==> src/hw/rtl/fadd_pkg.sv <==
// ----------------------------------------------------------------------------
// fadd_pkg
// Shared types and constants for the truncating single-precision adder.
// ----------------------------------------------------------------------------
package fadd_pkg;

  localparam int unsigned WordW    = 32;
  localparam int unsigned ExpW     = 8;
  localparam int unsigned MantW    = 24;
  localparam int unsigned QueueDepthDef = 2;
  localparam logic [ExpW-1:0] ExpMax = 8'hFF;

  // Classified item handed from the front part to the back part
  typedef struct packed {
    logic             is_zero;  // result is a signed zero already
    logic             sign;     // result sign
    logic             sub;      // unlike signs: subtract
    logic [ExpW-1:0]  exp;      // larger exponent
    logic [MantW-1:0] mant_l;   // larger mantissa
    logic [MantW-1:0] mant_s;   // aligned smaller mantissa
  } fadd_item_t;

endpackage

==> src/hw/rtl/fadd_front.sv <==
// ----------------------------------------------------------------------------
// fadd_front
// Unpack, order by magnitude and align the smaller mantissa; one item a cycle.
// ----------------------------------------------------------------------------
module fadd_front import fadd_pkg::*; (
  input  logic [WordW-1:0] operand_a_i,
  input  logic [WordW-1:0] operand_b_i,
  output fadd_item_t       item_o
);

  logic             sa, sb;
  logic [ExpW-1:0]  ea, eb, el, es, diff;
  logic [MantW-1:0] ma, mb, ml, ms;
  logic             a_big, sl;

  always_comb begin
    sa = operand_a_i[31];
    sb = operand_b_i[31];
    ea = operand_a_i[30:23];
    eb = operand_b_i[30:23];
    ma = (ea != '0) ? {1'b1, operand_a_i[22:0]} : '0;
    mb = (eb != '0) ? {1'b1, operand_b_i[22:0]} : '0;
    // pick the larger operand; like signs compare exponents only
    if (sa == sb) a_big = (ea >= eb);
    else          a_big = ({ea, ma} > {eb, mb});
    el = a_big ? ea : eb;
    ml = a_big ? ma : mb;
    es = a_big ? eb : ea;
    ms = a_big ? mb : ma;
    sl = a_big ? sa : sb;
    diff = el - es;
    item_o.sign   = (sa == sb) ? sa : sl;
    item_o.sub    = (sa != sb);
    item_o.is_zero = (sa != sb) && ({ea, ma} == {eb, mb});
    if (item_o.is_zero) item_o.sign = 1'b0;
    item_o.exp    = el;
    item_o.mant_l = ml;
    item_o.mant_s = (diff >= 8'd24) ? '0 : (ms >> diff[4:0]);
  end

endmodule

==> src/hw/rtl/fadd_queue.sv <==
// ----------------------------------------------------------------------------
// fadd_queue
// Short FIFO that decouples the front and back parts.
// ----------------------------------------------------------------------------
module fadd_queue import fadd_pkg::*; #(
  parameter int unsigned Depth = QueueDepthDef
) (
  input  logic       clk_i,
  input  logic       rst_ni,
  input  logic       push_i,
  input  fadd_item_t data_i,
  input  logic       pop_i,
  output fadd_item_t data_o,
  output logic       empty_o,
  output logic       full_o
);

  localparam int unsigned PtrW = (Depth > 1) ? $clog2(Depth) : 1;

  fadd_item_t          mem_q [Depth];
  logic [PtrW-1:0]     wr_q, wr_d, rd_q, rd_d;
  logic [PtrW:0]       cnt_q, cnt_d;

  assign empty_o = (cnt_q == '0);
  assign full_o  = (cnt_q == (PtrW+1)'(Depth));
  assign data_o  = mem_q[rd_q];

  // advance pointers with wrap
  always_comb begin
    wr_d  = wr_q;
    rd_d  = rd_q;
    cnt_d = cnt_q;
    if (push_i) begin
      wr_d = (wr_q == PtrW'(Depth-1)) ? '0 : wr_q + 1'b1;
    end
    if (pop_i) begin
      rd_d = (rd_q == PtrW'(Depth-1)) ? '0 : rd_q + 1'b1;
    end
    if (push_i && !pop_i) cnt_d = cnt_q + 1'b1;
    else if (!push_i && pop_i) cnt_d = cnt_q - 1'b1;
  end

  always_ff @(posedge clk_i or negedge rst_ni) begin
    if (!rst_ni) begin
      wr_q  <= '0;
      rd_q  <= '0;
      cnt_q <= '0;
    end else begin
      wr_q  <= wr_d;
      rd_q  <= rd_d;
      cnt_q <= cnt_d;
    end
  end

  // store item
  always_ff @(posedge clk_i) begin
    if (push_i) mem_q[wr_q] <= data_i;
  end

endmodule

==> src/hw/rtl/fadd_back.sv <==
// ----------------------------------------------------------------------------
// fadd_back
// Add or subtract mantissas, normalize one bit a cycle, pack the result.
// ----------------------------------------------------------------------------
module fadd_back import fadd_pkg::*; (
  input  logic             clk_i,
  input  logic             rst_ni,
  input  logic             valid_i,
  input  fadd_item_t       item_i,
  output logic             take_o,
  output logic             strobe_o,
  output logic [WordW-1:0] sum_bits_o
);

  typedef enum logic [2:0] {
    ST_IDLE = 3'b001,
    ST_NORM = 3'b010,
    ST_OUT  = 3'b100
  } state_e;

  state_e           state_q, state_d;
  logic             sign_q, sign_d;
  logic [ExpW-1:0]  exp_q, exp_d;
  logic [MantW:0]   mant_q, mant_d;
  logic             zero_q, zero_d;
  logic [MantW:0]   sum;

  assign take_o = (state_q == ST_IDLE) && valid_i;

  always_comb begin
    state_d = state_q;
    sign_d  = sign_q;
    exp_d   = exp_q;
    mant_d  = mant_q;
    zero_d  = zero_q;
    sum = item_i.sub ? ({1'b0, item_i.mant_l} - {1'b0, item_i.mant_s})
                     : ({1'b0, item_i.mant_l} + {1'b0, item_i.mant_s});
    unique case (state_q)
      ST_IDLE: begin
        if (valid_i) begin
          sign_d = item_i.sign;
          exp_d  = item_i.exp;
          zero_d = item_i.is_zero || (sum == '0);
          if (sum[MantW]) begin
            // carry: shift right, raise exponent (255 saturates in pack)
            mant_d = sum >> 1;
            exp_d  = (item_i.exp == ExpMax) ? ExpMax : item_i.exp + 1'b1;
            state_d = ST_OUT;
            if (item_i.exp == ExpMax) zero_d = 1'b0;
          end else begin
            mant_d  = sum;
            state_d = (sum[MantW-1] || zero_d) ? ST_OUT : ST_NORM;
          end
        end
      end
      ST_NORM: begin
        // shift left one bit; flush on underflow
        if (exp_q <= 8'd1) begin
          zero_d  = 1'b1;
          state_d = ST_OUT;
        end else begin
          mant_d = mant_q << 1;
          exp_d  = exp_q - 1'b1;
          if (mant_q[MantW-2]) state_d = ST_OUT;
        end
      end
      ST_OUT:  state_d = ST_IDLE;
      default: state_d = ST_IDLE;
    endcase
  end

  always_ff @(posedge clk_i or negedge rst_ni) begin
    if (!rst_ni) begin
      state_q <= ST_IDLE;
    end else begin
      state_q <= state_d;
    end
  end

  always_ff @(posedge clk_i) begin
    sign_q <= sign_d;
    exp_q  <= exp_d;
    mant_q <= mant_d;
    zero_q <= zero_d;
  end

  // pack result
  assign strobe_o = (state_q == ST_OUT);
  always_comb begin
    if (zero_q)              sum_bits_o = {sign_q, 31'b0};
    else if (exp_q == ExpMax) sum_bits_o = {sign_q, ExpMax, 23'b0};
    else                     sum_bits_o = {sign_q, exp_q, mant_q[22:0]};
  end

endmodule

==> src/hw/rtl/float32_adder_truncating_top.sv <==
// Truncating single-precision adder.
// A started item is stored in the queue and taken by the back part when it is
// idle; the back part normalizes left one bit a cycle, at most 23 bits. It
// takes no new item until it is through with the last; the front part and a
// short queue keep accepting while it works, until the queue is full (busy).
// Reset (async, active low) empties the queue; the receiver cannot stall.
module float32_adder_truncating_top import fadd_pkg::*; #(
  parameter int unsigned QueueDepth = QueueDepthDef
) (
  input  logic             clk_i,
  input  logic             rst_ni,
  input  logic             start,
  output logic             busy,
  input  logic [WordW-1:0] operand_a_i,
  input  logic [WordW-1:0] operand_b_i,
  output logic             sum_strobe_o,
  output logic [WordW-1:0] sum_bits_o
);

  fadd_item_t front_item, queue_item;
  logic       q_empty, q_full, take;

  assign busy = q_full;

  fadd_front u_front (
    .operand_a_i(operand_a_i),
    .operand_b_i(operand_b_i),
    .item_o     (front_item)
  );

  fadd_queue #(.Depth(QueueDepth)) u_queue (
    .clk_i  (clk_i),
    .rst_ni (rst_ni),
    .push_i (start && !q_full),
    .data_i (front_item),
    .pop_i  (take),
    .data_o (queue_item),
    .empty_o(q_empty),
    .full_o (q_full)
  );

  fadd_back u_back (
    .clk_i     (clk_i),
    .rst_ni    (rst_ni),
    .valid_i   (!q_empty),
    .item_i    (queue_item),
    .take_o    (take),
    .strobe_o  (sum_strobe_o),
    .sum_bits_o(sum_bits_o)
  );

endmodule
==> config.mk <==
export PLATFORM = sky130hd
export DESIGN_NAME = float32_adder_truncating_top
export DESIGN_NICKNAME = d
export VERILOG_FILES = /design/src/hw/rtl/fadd_pkg.sv /design/src/hw/rtl/fadd_front.sv /design/src/hw/rtl/fadd_queue.sv /design/src/hw/rtl/fadd_back.sv /design/src/hw/rtl/float32_adder_truncating_top.sv
export SDC_FILE = /design/constraint.sdc
export NUM_CORES = 1
export LEC_CHECK = 0
export BUFFER_PORTS_ARGS = -buffer_cell sky130_fd_sc_hd__buf_4
export CAP_MARGIN = 10
export CORE_MARGIN = 5
export CORE_UTILIZATION = 45
export CTS_CLUSTER_DIAMETER = 80
export CTS_CLUSTER_SIZE = 40
export DETAILED_ROUTE_END_ITERATION = 12
export GPL_TIMING_DRIVEN = 0
export PLACE_DENSITY = 0.63
export SETUP_SLACK_MARGIN = 0.3
export SLEW_MARGIN = 20
export SYNTH_ARGS = -nofsm -noshare
export SYNTH_HDL_FRONTEND = slang
export SYNTH_HIERARCHICAL = 1
export SYNTH_SLANG_ARGS = --single-unit
==> constraint.sdc <==
create_clock -name clk_i -period 9.35 [get_ports clk_i]
set_input_delay 2.805 -clock clk_i [delete_from_list [all_inputs] [get_ports clk_i]]
set_output_delay 2.805 -clock clk_i [all_outputs]
set_load 0.05 [all_outputs]
==> impl_metrics.ini <==
[final_layout]
synthToLayoutAreaGrowth_pct = 15.8
drive_gt1_frac = 0.208
finalNetCount = 1582
diodes = 0
final_core_util = 0.525
fin_cells = 1847

[sta]
skew_ps = 12.5
fin_tns_setup_ps = 0
maxSlewViolCount = 0
fin_crit_ps = 8870
period_share = 0.949
max_slew_margin = 0.275
max_freq_ghz = 0.113
setup_viol_count_final = 0
hold_violations = 0
rsz0062_at_grt = false
worst_pin_slew_ps = 1080

[synthesis]
netlist_area_um2 = 12900
synth_edf_count = 151
ys_warn_count = 6
synth_cells = 1327
synthFlopType = edfxtp_1
yosysMostFrequentCell = nand2_1
yosys.area.top_type = edfxtp_1
synth_area_leaders = edfxtp_1, mux2_4, ha_1, nand2_1, o21ai_0
avgSynthCellArea_um2 = 9.72
synth_common_cells = nand2_1, edfxtp_1, o21ai_0
ys_async_sr_fraction = 0.0443
ys_ff_latch = 158
synth_seq_area_share = 0.365
yosys.area.top_type_share = 0.351
synth.distinct_cells = 99
synth_nets = 1458

[detailed_routing]
vias = 10739
routed_via_density = 5.81
drt_first_pass_iters = 5
post_drt_wl_per_cell_um = 19.6
dr.first_iter.drc_count = 959
antenna_left = 0
drc = 0
totalWireLength_mm = 36.1

[critical_path]
critical_path_class = primary input to register
required_ps = 9510
r2r_cells = 20
cp_data_arrival_time_ps = 9030
start_kind = primary input
cp_max_fo = 10
crit_path_end_kind = register

[floorplanning]
row_count = 62
core_um2 = 28500
die_h_um = 179
die_area_um2 = 32200
die_w_um = 179
boundaryPins = 101
initial_utilization = 0.453

[pwr]
switching_power_w = 0.00296
total_power_w = 0.00625
powerDensity_nw_per_um2 = 418
p_comb_frac = 0.684
p_int_w = 0.00329
clkPwrFrac = 0.111
leakagePower_nw = 5.98
p_seq_frac = 0.205
vdd_drop_max_mv = 0.160
sw_frac_of_total = 0.473

[grt]
overflow = 0
grt_pass1_wl_mm = 55.8
antenna_found_initial = 0
grt_pass1_vias = 10319
grt_max_degree = 53
grt_usage = 0.224

[worst_hold_path]
hold_path_class = register to register
hold_depth = 1

[placement]
dp_hpwl_mm = 28.9
port_buffers = 100
dp.cells = 1815
gp_congestion = 1.01

[clock_network]
clock_path_buffers = 2
ctsHoldBuffers = 0
clk_latency_ps = 440
cts_buffers = 17
cts_max_level = 4
clkTransAtPathRegs_ps = 60
clock-root-buffer = clkbuf_16
cts_tree = yes
clock_sinks = 158

[job]
drv_cap = 0

[outcome]
outcome = finished, final reports clean
through the flow:
step	setup WS [ps]	area [um2]	hold WS, ps
detailed placement	-861	14300	477
CTS	301	14900	488
global placement	-1130	14100	471
finish	481	14900	485
floorplan	1060	12900	455
global route	347	14900	519
path summary, 6_finish.rpt:
kind                       slack (ps)             endpoint              from
setup / recovery                  480  u_queue/mem_q[0][7]   operand_a_i[23]
max in group asynchronous        6960    u_back/state_q[0]            rst_ni
hold reg to reg                   490     u_queue/cnt_q[1]  u_queue/cnt_q[1]
setup reg to reg                 2860     u_back/mant_q[9]      u_queue/rd_q
min in group asynchronous        2180         u_queue/wr_q            rst_ni
hold / removal                    490     u_queue/cnt_q[1]  u_queue/cnt_q[1]
cell usage in the layout, fill, tap and decap left out, types with 6 or more instances in the layout:
cell	instances
mux4_2	18
and4_1	6
o21ai_0	96
and3_1	7
xor2_1	17
buf_4	105
nor2_1	79
nand4_1	19
or4_1	7
a211oi_1	14
clkbuf_1	38
nand3_1	24
nor3_1	29
clkinv_4	7
a211oi_2	6
mux2_4	59
xnor2_1	38
nand2b_1	9
inv_1	54
and2_1	44
or3_1	12
buf_2	15
a22oi_1	13
a21o_1	13
clkbuf_16	17
a21oi_1	83
edfxtp_1	151
buf_12	8
dfrtp_1	6
mux2_2	12
ha_1	63
nor4_1	8
mux2i_1	39
nand2_1	172
o211ai_1	14
a31oi_1	10
nor2b_1	18
layout make-up:
class                           instances  area [um2]
Timing Repair Buffer                  105         853
Clock inverter                         14         169
Sequential cell                       158        4710
Buffer                                 75         453
Clock buffer                           17         425
Tap cell                              384         480
Multi-Input combinational cell       1038        7630
Fill cell                            2581       13500
Inverter                               56         215
cells by family after synthesis:
| logic type | count (synthesis) | synth area share |
|---|---|---|
| compound gates | 319 | 0.158 |
| flops | 158 | 0.365 |
| simple gates | 468 | 0.181 |
| fa+ha+maj | 64 | 0.0627 |
| buf+inv | 131 | 0.0509 |
| xor+xnor | 56 | 0.0386 |
| mux | 131 | 0.143 |
flip-flops by register name (all words and copies together), names as in the netlist:
signal / flops
u_queue/cnt_q: 2
u_queue/rd_q: 1
u_queue/wr_q: 1
u_back/sign_q: 1
u_back/state_q: 3
u_back/mant_q: 23
u_back/exp_q: 8
u_queue/mem_q: 118
u_back/zero_q: 1
what timing repair did:
item	CTS	global route
gates resized for setup	5	18
endpoints found under the setup margin	44	42
buffers inserted	0	1
pin swaps	0	1
routing by layer:
layer,vias to the layer above,GRT usage,routed length (um)
li1,5171,-,-
met1,5107,0.295,15900
met2,388,0.367,17000
met3,73,0.0247,1760
met4,0,0.109,1460
met5,-,0,0
critical path, stage by stage:
cell and delay (ps):
buf_4 140, nor4_1 560, nand2_1 320, clkbuf_1 340, nand2_1 190, inv_1 80, ha_1 290, nand4_1 260
nor4_4 360, nand3_1 190, or3_1 330, buf_2 190, clkinv_4 120, nor2_4 70, a211oi_1 330, nor2_1 80
ha_1 180, a21oi_1 260, a21oi_1 120, a211oi_1 900, buf_2 410, nor2_1 140, a32oi_1 230, a22oi_1 140
power groups by stage:
| stage | Combinational, W | Sequential, W | Clock [W] |
|---|---|---|---|
| 4_1_cts | 0.00425 | 0.00128 | 0.000706 |
| 6_report | 0.00427 | 0.00128 | 0.000692 |
| 3_3_place_gp | 0.00414 | 0.00131 | 0 |
| 3_5_place_dp | 0.00423 | 0.00129 | 0 |
| 2_1_floorplan | 0.00320 | 0.00127 | 0 |
| 5_1_grt | 0.00466 | 0.00130 | 0.000734 |
Note: power is estimated with default switching activity, not from simulation.
